File: src/hw/rtl/rcfs_pkg.sv
// shared types and constants for the rc failsafe tank drive mixer
`default_nettype none

package rcfs_pkg;

    localparam int WIDTH_W    = 15;
    localparam int TIME_W     = 32;
    localparam int DUTY_W     = 8;
    localparam int COUNT_W    = 8;
    localparam int CFG_IDX_W  = 2;
    localparam int CFG_DATA_W = 32;

    // configuration register indexes
    localparam logic [CFG_IDX_W-1:0] CFG_PULSE_MIN    = 2'd0;
    localparam logic [CFG_IDX_W-1:0] CFG_PULSE_MAX    = 2'd1;
    localparam logic [CFG_IDX_W-1:0] CFG_FRESH_WINDOW = 2'd2;
    localparam logic [CFG_IDX_W-1:0] CFG_BAD_LIMIT    = 2'd3;

    // configuration reset values
    localparam logic [WIDTH_W-1:0] PULSE_MIN_RST    = 15'd1000;
    localparam logic [WIDTH_W-1:0] PULSE_MAX_RST    = 15'd2000;
    localparam logic [TIME_W-1:0]  FRESH_WINDOW_RST = 32'd100000;
    localparam logic [COUNT_W-1:0] BAD_LIMIT_RST    = 8'd10;

    typedef enum logic [1:0] {
        LINK_LOST  = 2'd0,
        LINK_DRIVE = 2'd1,
        LINK_HOLD  = 2'd2
    } t_link_status;

    typedef struct packed {
        logic [WIDTH_W-1:0] pulse_min;
        logic [WIDTH_W-1:0] pulse_max;
        logic [TIME_W-1:0]  fresh_window;
        logic [COUNT_W-1:0] bad_limit;
    } t_cfg;

    typedef struct packed {
        t_link_status       status;
        logic [COUNT_W-1:0] bad_run;
    } t_link_dec;

    typedef struct packed {
        logic [DUTY_W-1:0] left_fwd;
        logic [DUTY_W-1:0] left_rev;
        logic [DUTY_W-1:0] right_fwd;
        logic [DUTY_W-1:0] right_rev;
    } t_duties;

endpackage

`default_nettype wire

File: src/hw/rtl/rc_failsafe_tank_drive_mixer.sv
// top level of the rc failsafe tank drive mixer: handshake, config and result registers
`default_nettype none

// usage
//  - input channel: i_valid / o_stall with one port per field; a word is taken at a
//    rising edge where i_valid is high and o_stall is low
//  - output channel: o_valid / i_stall; a word leaves at an edge where o_valid is high
//    and i_stall is low
//  - config: write i_cfg_data to register i_cfg_idx at an edge with i_cfg_wr_en high,
//    only while the block is idle; no read-back
//  - a taken word sits in the input register, then moves to the result register on the outputs
//  - throughput: one word per cycle while i_stall is low, the state update being a single
//    pass through the capture, link and mix logic between the input and result registers
//  - while the receiver stalls, the result register holds and one further word can sit
//    in the input register; o_stall rises only when both are full
//  - reset (synchronous, active low) empties both registers, clears held pulses, times,
//    the bad counter and the held duties, and restores the register defaults
//  - link lost, also on stale input, zeroes all duties; bad widths hold the last duties
module rc_failsafe_tank_drive_mixer (
    input  wire logic                            i_clk,
    input  wire logic                            i_rst_n,
    // config write port
    input  wire logic                            i_cfg_wr_en,
    input  wire logic [rcfs_pkg::CFG_IDX_W-1:0]  i_cfg_idx,
    input  wire logic [rcfs_pkg::CFG_DATA_W-1:0] i_cfg_data,
    // input channel
    input  wire logic                            i_valid,
    output logic                                 o_stall,
    input  wire logic [rcfs_pkg::TIME_W-1:0]     i_now_us,
    input  wire logic [rcfs_pkg::WIDTH_W-1:0]    i_steer_width_us,
    input  wire logic [rcfs_pkg::WIDTH_W-1:0]    i_throttle_width_us,
    input  wire logic                            i_obstacle_front_right,
    input  wire logic                            i_obstacle_front_left,
    input  wire logic                            i_obstacle_rear_right,
    input  wire logic                            i_obstacle_rear_left,
    // output channel
    output logic                                 o_valid,
    input  wire logic                            i_stall,
    output logic      [rcfs_pkg::DUTY_W-1:0]     o_left_forward_duty,
    output logic      [rcfs_pkg::DUTY_W-1:0]     o_left_reverse_duty,
    output logic      [rcfs_pkg::DUTY_W-1:0]     o_right_forward_duty,
    output logic      [rcfs_pkg::DUTY_W-1:0]     o_right_reverse_duty,
    output logic      [1:0]                      o_link_status,
    output logic      [rcfs_pkg::COUNT_W-1:0]    o_bad_run
);
    import rcfs_pkg::*;

    // configuration registers
    t_cfg r_cfg;

    // input register
    logic               r_in_valid;
    logic [TIME_W-1:0]  r_in_now;
    logic [WIDTH_W-1:0] r_in_steer;
    logic [WIDTH_W-1:0] r_in_thr;
    logic               r_in_fr, r_in_fl, r_in_rr, r_in_rl;

    // result register
    logic               r_out_valid;
    t_duties            r_out_duties;
    t_link_status       r_out_status;
    logic [COUNT_W-1:0] r_out_bad;

    // duties kept across words with out-of-window widths
    t_duties            r_held, n_held;

    logic               out_free;   // result register can take a new word
    logic               advance;    // word moves from input to result register
    logic               in_accept;

    logic [WIDTH_W-1:0] steer_w, thr_w;
    t_link_dec          dec;
    t_duties            mix_duties;

    assign out_free  = !r_out_valid || !i_stall;
    assign advance   = r_in_valid && out_free;
    assign o_stall   = r_in_valid && !out_free;
    assign in_accept = i_valid && !o_stall;

    always_ff @(posedge i_clk) begin
        if (!i_rst_n) begin
            r_cfg.pulse_min    <= PULSE_MIN_RST;
            r_cfg.pulse_max    <= PULSE_MAX_RST;
            r_cfg.fresh_window <= FRESH_WINDOW_RST;
            r_cfg.bad_limit    <= BAD_LIMIT_RST;
        end else if (i_cfg_wr_en) begin
            unique case (i_cfg_idx)
                CFG_PULSE_MIN:    r_cfg.pulse_min    <= i_cfg_data[WIDTH_W-1:0];
                CFG_PULSE_MAX:    r_cfg.pulse_max    <= i_cfg_data[WIDTH_W-1:0];
                CFG_FRESH_WINDOW: r_cfg.fresh_window <= i_cfg_data[TIME_W-1:0];
                CFG_BAD_LIMIT:    r_cfg.bad_limit    <= i_cfg_data[COUNT_W-1:0];
                default:          r_cfg.bad_limit    <= r_cfg.bad_limit;
            endcase
        end
    end

    // input register control
    always_ff @(posedge i_clk) begin
        if (!i_rst_n) begin
            r_in_valid <= 1'b0;
        end else if (in_accept) begin
            r_in_valid <= 1'b1;
        end else if (out_free) begin
            r_in_valid <= 1'b0;
        end
    end

    // input register payload
    always_ff @(posedge i_clk) begin
        if (in_accept) begin
            r_in_now   <= i_now_us;
            r_in_steer <= i_steer_width_us;
            r_in_thr   <= i_throttle_width_us;
            r_in_fr    <= i_obstacle_front_right;
            r_in_fl    <= i_obstacle_front_left;
            r_in_rr    <= i_obstacle_rear_right;
            r_in_rl    <= i_obstacle_rear_left;
        end
    end

    // pulse capture and link health
    rcfs_link u_link (
        .i_clk     (i_clk),
        .i_rst_n   (i_rst_n),
        .i_en      (advance),
        .i_now     (r_in_now),
        .i_steer_w (r_in_steer),
        .i_thr_w   (r_in_thr),
        .i_cfg     (r_cfg),
        .o_steer_w (steer_w),
        .o_thr_w   (thr_w),
        .o_dec     (dec)
    );

    // drive mixing on the held widths
    rcfs_mix u_mix (
        .i_steer_w (steer_w),
        .i_thr_w   (thr_w),
        .i_obst_fr (r_in_fr),
        .i_obst_fl (r_in_fl),
        .i_obst_rr (r_in_rr),
        .i_obst_rl (r_in_rl),
        .o_duties  (mix_duties)
    );

    // lost stops, driving takes the new mix, out-of-window widths keep the previous duties
    always_comb begin
        unique case (dec.status)
            LINK_LOST:  n_held = '0;
            LINK_DRIVE: n_held = mix_duties;
            LINK_HOLD:  n_held = r_held;
            default:    n_held = '0;
        endcase
    end

    always_ff @(posedge i_clk) begin
        if (!i_rst_n) begin
            r_held <= '0;
        end else if (advance) begin
            r_held <= n_held;
        end
    end

    // result register control
    always_ff @(posedge i_clk) begin
        if (!i_rst_n) begin
            r_out_valid <= 1'b0;
        end else if (out_free) begin
            r_out_valid <= r_in_valid;
        end
    end

    // result register payload
    always_ff @(posedge i_clk) begin
        if (advance) begin
            r_out_duties <= n_held;
            r_out_status <= dec.status;
            r_out_bad    <= dec.bad_run;
        end
    end

    assign o_valid              = r_out_valid;
    assign o_left_forward_duty  = r_out_duties.left_fwd;
    assign o_left_reverse_duty  = r_out_duties.left_rev;
    assign o_right_forward_duty = r_out_duties.right_fwd;
    assign o_right_reverse_duty = r_out_duties.right_rev;
    assign o_link_status        = r_out_status;
    assign o_bad_run            = r_out_bad;

endmodule

`default_nettype wire

File: src/hw/rtl/rcfs_link.sv
// pulse capture, validity and freshness checks, bad word counter and link decision
`default_nettype none

module rcfs_link (
    input  wire logic                         i_clk,
    input  wire logic                         i_rst_n,
    input  wire logic                         i_en,
    input  wire logic [rcfs_pkg::TIME_W-1:0]  i_now,
    input  wire logic [rcfs_pkg::WIDTH_W-1:0] i_steer_w,
    input  wire logic [rcfs_pkg::WIDTH_W-1:0] i_thr_w,
    input  wire rcfs_pkg::t_cfg               i_cfg,
    output logic      [rcfs_pkg::WIDTH_W-1:0] o_steer_w,
    output logic      [rcfs_pkg::WIDTH_W-1:0] o_thr_w,
    output rcfs_pkg::t_link_dec               o_dec
);
    import rcfs_pkg::*;

    localparam logic [COUNT_W-1:0] BAD_MAX = '1;

    logic [WIDTH_W-1:0] r_steer_w, n_steer_w;
    logic [TIME_W-1:0]  r_steer_t, n_steer_t;
    logic [WIDTH_W-1:0] r_thr_w, n_thr_w;
    logic [TIME_W-1:0]  r_thr_t, n_thr_t;
    logic [COUNT_W-1:0] r_bad, n_bad;

    logic [TIME_W-1:0] steer_age, thr_age;
    logic              steer_ok, thr_ok, steer_fresh, thr_fresh;
    logic              valid, fresh;

    always_comb begin
        // a zero width means no new pulse, keep the held one
        n_steer_w = (i_steer_w != '0) ? i_steer_w : r_steer_w;
        n_steer_t = (i_steer_w != '0) ? i_now : r_steer_t;
        n_thr_w   = (i_thr_w != '0) ? i_thr_w : r_thr_w;
        n_thr_t   = (i_thr_w != '0) ? i_now : r_thr_t;

        steer_ok = (n_steer_w >= i_cfg.pulse_min) && (n_steer_w <= i_cfg.pulse_max);
        thr_ok   = (n_thr_w >= i_cfg.pulse_min) && (n_thr_w <= i_cfg.pulse_max);

        // age wraps with the timestamp
        steer_age   = i_now - n_steer_t;
        thr_age     = i_now - n_thr_t;
        steer_fresh = steer_age <= i_cfg.fresh_window;
        thr_fresh   = thr_age <= i_cfg.fresh_window;

        valid = steer_ok && thr_ok;
        fresh = steer_fresh && thr_fresh;

        if (valid && fresh) begin
            n_bad = '0;
        end else if (r_bad != BAD_MAX) begin
            n_bad = r_bad + 1'b1;
        end else begin
            n_bad = r_bad;
        end

        priority if (!fresh || (n_bad > i_cfg.bad_limit)) begin
            o_dec.status = LINK_LOST;
        end else if (valid) begin
            o_dec.status = LINK_DRIVE;
        end else begin
            o_dec.status = LINK_HOLD;
        end
        o_dec.bad_run = n_bad;

        o_steer_w = n_steer_w;
        o_thr_w   = n_thr_w;
    end

    always_ff @(posedge i_clk) begin
        if (!i_rst_n) begin
            r_steer_w <= '0;
            r_steer_t <= '0;
            r_thr_w   <= '0;
            r_thr_t   <= '0;
            r_bad     <= '0;
        end else if (i_en) begin
            r_steer_w <= n_steer_w;
            r_steer_t <= n_steer_t;
            r_thr_w   <= n_thr_w;
            r_thr_t   <= n_thr_t;
            r_bad     <= n_bad;
        end
    end

endmodule

`default_nettype wire

File: src/hw/rtl/rcfs_mix.sv
// deadband mapping to percent, tank mix, obstacle blocking and duty generation
`default_nettype none

module rcfs_mix (
    input  wire logic [rcfs_pkg::WIDTH_W-1:0] i_steer_w,
    input  wire logic [rcfs_pkg::WIDTH_W-1:0] i_thr_w,
    input  wire logic                         i_obst_fr,
    input  wire logic                         i_obst_fl,
    input  wire logic                         i_obst_rr,
    input  wire logic                         i_obst_rl,
    output rcfs_pkg::t_duties                 o_duties
);
    import rcfs_pkg::*;

    localparam logic [WIDTH_W-1:0] DB_HIGH   = 15'd1600;
    localparam logic [WIDTH_W-1:0] DB_LOW    = 15'd1400;
    // offset from the deadband edge at which the percent saturates
    localparam logic [WIDTH_W-1:0] SAT_SPAN  = 15'd300;
    localparam logic signed [7:0]  PCT_MAX   = 8'sd100;
    localparam logic signed [7:0]  PCT_MIN   = -8'sd100;
    localparam logic signed [8:0]  PCT_MAX_W = 9'sd100;
    localparam logic signed [8:0]  PCT_MIN_W = -9'sd100;
    // floor(x/3) = (x*683) >> 11 for x below the saturation span
    localparam logic [9:0]         RECIP3    = 10'd683;

    function automatic logic [6:0] div3(input logic [8:0] x);
        logic [18:0] prod;
        prod = x * RECIP3;
        return prod[17:11];
    endfunction

    function automatic logic signed [7:0] to_percent(input logic [WIDTH_W-1:0] w);
        logic [WIDTH_W-1:0] d;
        logic signed [7:0]  p;
        p = '0;
        if (w > DB_HIGH) begin
            d = w - DB_HIGH;
            p = (d >= SAT_SPAN) ? PCT_MAX : $signed({1'b0, div3(d[8:0])});
        end else if (w < DB_LOW) begin
            d = DB_LOW - w;
            p = (d >= SAT_SPAN) ? PCT_MIN : -$signed({1'b0, div3(d[8:0])});
        end else begin
            d = '0;
        end
        return p;
    endfunction

    function automatic logic signed [7:0] clamp100(input logic signed [8:0] v);
        logic signed [7:0] c;
        if (v > PCT_MAX_W) begin
            c = PCT_MAX;
        end else if (v < PCT_MIN_W) begin
            c = PCT_MIN;
        end else begin
            c = v[7:0];
        end
        return c;
    endfunction

    function automatic logic [DUTY_W-1:0] fwd_duty(input logic signed [7:0] p);
        return (p > 8'sd0) ? {p[6:0], 1'b0} : '0;
    endfunction

    function automatic logic [DUTY_W-1:0] rev_duty(input logic signed [7:0] p);
        logic [7:0] m;
        m = 8'(-p);
        return (p < 8'sd0) ? {m[6:0], 1'b0} : '0;
    endfunction

    logic signed [7:0] thr_pct, steer_pct;
    logic signed [8:0] left_raw, right_raw;
    logic signed [7:0] left_c, right_c, left_f, right_f, left_p, right_p;

    always_comb begin
        thr_pct   = to_percent(i_thr_w);
        steer_pct = to_percent(i_steer_w);

        // steering sense flips when reversing
        if (!thr_pct[7]) begin
            left_raw  = 9'(thr_pct) + 9'(steer_pct);
            right_raw = 9'(thr_pct) - 9'(steer_pct);
        end else begin
            left_raw  = 9'(thr_pct) - 9'(steer_pct);
            right_raw = 9'(thr_pct) + 9'(steer_pct);
        end
        left_c  = clamp100(left_raw);
        right_c = clamp100(right_raw);

        // front obstacle blocks any forward motion
        if ((i_obst_fr || i_obst_fl) && ((left_c > 8'sd0) || (right_c > 8'sd0))) begin
            left_f  = '0;
            right_f = '0;
        end else begin
            left_f  = left_c;
            right_f = right_c;
        end

        // rear obstacle blocks any reverse motion
        if ((i_obst_rr || i_obst_rl) && ((left_f < 8'sd0) || (right_f < 8'sd0))) begin
            left_p  = '0;
            right_p = '0;
        end else begin
            left_p  = left_f;
            right_p = right_f;
        end

        o_duties.left_fwd  = fwd_duty(left_p);
        o_duties.left_rev  = rev_duty(left_p);
        o_duties.right_fwd = fwd_duty(right_p);
        o_duties.right_rev = rev_duty(right_p);
    end

endmodule

`default_nettype wire

File: config.mk
export PLATFORM = sky130hd
export DESIGN_NAME = rc_failsafe_tank_drive_mixer
export DESIGN_NICKNAME = d
export VERILOG_FILES = /design/src/hw/rtl/rcfs_pkg.sv /design/src/hw/rtl/rc_failsafe_tank_drive_mixer.sv /design/src/hw/rtl/rcfs_link.sv /design/src/hw/rtl/rcfs_mix.sv
export SDC_FILE = /design/constraint.sdc
export NUM_CORES = 1
export LEC_CHECK = 0
export BUFFER_PORTS_ARGS = -buffer_cell sky130_fd_sc_hd__buf_2
export CAP_MARGIN = 20
export CORE_MARGIN = 2
export CORE_UTILIZATION = 50
export CTS_CLUSTER_DIAMETER = 120
export DETAILED_ROUTE_END_ITERATION = 16
export PLACE_DENSITY = 0.67
export SLEW_MARGIN = 20
export SYNTH_ARGS = -nofsm -noshare
export SYNTH_HDL_FRONTEND = slang
export SYNTH_SLANG_ARGS = --single-unit
File: constraint.sdc
create_clock -name i_clk -period 15.92 [get_ports i_clk]
set_clock_uncertainty 0.05 [all_clocks]
set_input_delay 3.184 -clock i_clk [delete_from_list [all_inputs] [get_ports i_clk]]
set_output_delay 3.184 -clock i_clk [all_outputs]
set_load 0.05 [all_outputs]
==> flow_metrics.tcl <==
set metrics [dict create \
    finalMaxSlewViolations 0 \
    gp_congestion 0.954 \
    ioPinCount 149 \
    detailed_place_hpwl_um 57700 \
    critPathCaptureType "register" \
    p_clk_frac 0.261 \
    drcViolationCount 0 \
    p_seq_frac 0.266 \
    reg2reg_depth 48 \
    syn_inst 3006 \
    clkSlewWorstSetupHoldPaths_ps 60 \
    first_pass_iters 5 \
    holdPathStages 2 \
    core_area_um2 52400 \
    synth-main-ff-cell "dfxtp_1" \
    gr-usage-met1 0.359 \
    cts.hold.buffers_added 0 \
    avgSynthCellArea_um2 8.80 \
    cp_top_family "compound AO/OA/AOI/OAI gates" \
    drt_iter0_drc 1669 \
    total_power_mw 3.37 \
    portBuffers 148 \
    p_leak_nw 13.3 \
    ys_ff_latch 314 \
    p_comb_frac 0.473 \
    htree_num_levels 2 \
    syn_nets 3581 \
    reg2reg_to "o_left_forward_duty[3]$_DFFE_PP_" \
    cts_buffer_depth 3 \
    drive_above_1_share 0.0880 \
    critPathMaxStageDelay_ps 810 \
    slowest_stage "a2111oi_0" \
    grt_pass1_wl_um 116000 \
    worstSkewPairLatency_ps 560 \
    status "finished clean" \
    synthToLayoutAreaGrowth_pct 9.99 \
    ys_types 101 \
    grt_max_degree 100 \
    seq_area_frac_synth 0.278 \
    holdPathEnd "r_held[13]$_SDFFE_PN0P_" \
    arrival_ps 13710 \
    relSlewSlack 0.295 \
    fin_area_um2 29100 \
    finish.utilization 0.555 \
    synth_area_um2 26500 \
    path_max_fanout 11 \
    r2r_slack_ps 2470 \
    p_sw_mw 1.32 \
    grt_pass1_vias 21849 \
    layout_common_cells "ha_1 (392), inv_1 (332), nand2_1 (258), nor2_1 (236), dfxtp_1 (206)" \
    drv_cap 0 \
    grt-ovfl-total 0 \
    synth_edf_count 108 \
    grt_usage 0.268 \
    drt_wl_total_um 73400 \
    path_class "reg -> reg" \
    final_common_cell "ha_1" \
    use_met2 0.451 \
    grt-busiest-layer "met2" \
    viasPerCell 5.80 \
    vias 22248 \
    cts_buffers 36 \
    cts_sinks 314 \
    p_sw_frac 0.393 \
    die_w_um 234 \
    ant_nets 0 \
    ys_warn_count 0 \
    met3_usage 0.0353 \
    crit_top_cell "inv_1" \
    hold_start "r_held[13]$_SDFFE_PN0P_" \
    r2r_start "r_in_thr[2]$_DFFE_PP_" \
    rsz0062_at_grt "false" \
    ctsResizeCount 0 \
    finalCritPeriodShare 0.845 \
    num-nets-final 3695 \
    synth-async-reset-ratio 0 \
    max_freq_mhz 74.3 \
    finalSetupViolations 0 \
    die_h_um 234 \
    setup_tns_ps 0 \
    root_buffer "clkbuf_16" \
    cts_tree "yes" \
    std_cell_rows 84 \
    worstMarginPinSlew_ps 1050 \
    post-route-min-period_ps 13450 \
    p_int_mw 2.05 \
    die_area_um2 54800 \
    required_ps 16180 \
    wl_per_cell_um 19.1 \
    vdd_drop_max_mv 0.0908 \
    post_cts_buffers 0 \
    hold_path_class "reg -> reg" \
    antenna_found_initial 5 \
    powerDensity_nw_per_um2 116 \
    start_kind "register" \
    start_util 0.505 \
    timing_hold_violations_final 0 \
    worst-path-buf-inv 9 \
    placed_cell_area_um2 27900 \
    num_antenna_cells 0 \
]
==> state kept, by name, indices dropped and copies added, names as in the netlist, 15 cells and up <==
register	flops
r_cfg	70
r_in_thr	15
u_link.r_thr_t	32
r_in_now	32
u_link.r_steer_t	32
u_link.r_steer_w	15
r_held	32
r_in_steer	15
u_link.r_thr_w	15
==> final cells by class <==
| cell class | instances | area (um^2) |
|---|---|---|
| Timing Repair Buffer | 167 | 881 |
| Sequential cell | 314 | 7370 |
| Tap cell | 688 | 861 |
| Fill cell | 4763 | 23300 |
| Clock inverter | 15 | 203 |
| Clock buffer | 51 | 1030 |
| Inverter | 340 | 1290 |
| Multi-Input combinational cell | 2261 | 17500 |
==> tightest hold or removal path: cells and delay by family, from the launching register on <==
kind,cells,cell delay (ps)
simple gates,1,50
flops,1,310
compound gates,1,50
==> kinds of logic (layout without fill, tap and decap cells) <==
family | Yosys count | after routing | synth area share
adders and majority gates | 470 | 470 | 0.244
AOI/OAI and AO/OA | 731 | 731 | 0.187
DFF | 314 | 314 | 0.278
and+or+nand+nor | 853 | 853 | 0.155
muxes | 71 | 71 | 0.0270
xor gates and xnor gates | 136 | 136 | 0.0455
buffers and inverters | 431 | 573 | 0.0623
==> metal layers <==
metal / routed length, um / part of all wire / vias to the layer above
met5: 58 / 0.00079 / -
met4: 1950 / 0.027 / 10
met3: 3610 / 0.049 / 126
met2: 34100 / 0.46 / 589
met1: 33700 / 0.46 / 10547
li1: - / - / 10976
==> synthesized netlist by cell type, types with 6 or more instances <==
| master | instances | area [um^2] |
|---|---|---|
| a2111oi_0 | 8 | 70.1 |
| a211oi_1 | 110 | 826 |
| a21o_1 | 72 | 541 |
| a21oi_1 | 203 | 1020 |
| a221oi_1 | 10 | 87.6 |
| a22o_1 | 31 | 272 |
| a31o_2 | 8 | 70.1 |
| a31oi_1 | 13 | 81.3 |
| a32o_1 | 9 | 90.1 |
| a32oi_1 | 7 | 61.3 |
| a41oi_1 | 6 | 52.6 |
| and2_1 | 20 | 125 |
| and3_1 | 28 | 175 |
| and4_1 | 13 | 114 |
| buf_1 | 8 | 30.0 |
| buf_2 | 6 | 30.0 |
| clkbuf_1 | 74 | 278 |
| dfxtp_1 | 206 | 4120 |
| edfxtp_1 | 108 | 3240 |
| fa_1 | 78 | 1560 |
| ha_1 | 392 | 4900 |
| inv_1 | 333 | 1250 |
| mux2i_1 | 68 | 681 |
| nand2_1 | 258 | 968 |
| nand2b_1 | 25 | 156 |
| nand3_1 | 58 | 290 |
| nand3b_1 | 7 | 52.6 |
| nand4_1 | 37 | 231 |
| nor2_1 | 237 | 890 |
| nor2b_1 | 28 | 175 |
| nor3_1 | 60 | 300 |
| nor4_1 | 20 | 125 |
| o211ai_1 | 30 | 225 |
| o21a_1 | 25 | 188 |
| o21ai_0 | 100 | 500 |
| o21ai_1 | 12 | 60.1 |
| o21bai_1 | 10 | 75.1 |
| o31ai_1 | 11 | 82.6 |
| or2_2 | 10 | 62.6 |
| or3_1 | 17 | 106 |
| xnor2_1 | 103 | 902 |
| xor2_1 | 32 | 280 |
==> through the flow <==
step                hold slack [ps]  setup slack, ps  instances
global placement                385             2420       3768
floorplan                       375             4170       3006
global route                    420             1280       3836
detailed placement              396             2290       3769
CTS                             404             2250       3835
finish                          405             2470       3836
==> power groups by stage <==
stage | sequential [mW] | clock, mW | combinational [mW]
finish | 0.898 | 0.879 | 1.59
global route | 0.902 | 0.927 | 1.81
CTS | 0.898 | 0.893 | 1.59
detailed placement | 0.915 | 0 | 1.57
global placement | 0.914 | 0 | 1.53
floorplan | 0.926 | 0 | 1.19
==> worst max path at each step <==
| stage | start | endpoint | slack [ps] | cells past startpoint |
|---|---|---|---|---|
| after floorplan | r_in_thr[8]$_DFFE_PP_ | o_left_forward_duty[1]$_DFFE_PP_ | 4170 | 52 |
| after global placement | r_in_thr[7]$_DFFE_PP_ | o_left_forward_duty[3]$_DFFE_PP_ | 2420 | 47 |
| after detailed placement | r_in_thr[2]$_DFFE_PP_ | o_left_forward_duty[3]$_DFFE_PP_ | 2290 | 47 |
| after CTS | r_in_thr[2]$_DFFE_PP_ | o_left_forward_duty[3]$_DFFE_PP_ | 2250 | 47 |
| after global routing | r_in_thr[2]$_DFFE_PP_ | o_left_forward_duty[5]$_DFFE_PP_ | 1280 | 48 |
| final | r_in_thr[2]$_DFFE_PP_ | o_left_forward_duty[3]$_DFFE_PP_ | 2470 | 48 |
No activity file was read; power rests on OpenSTA's default activity.
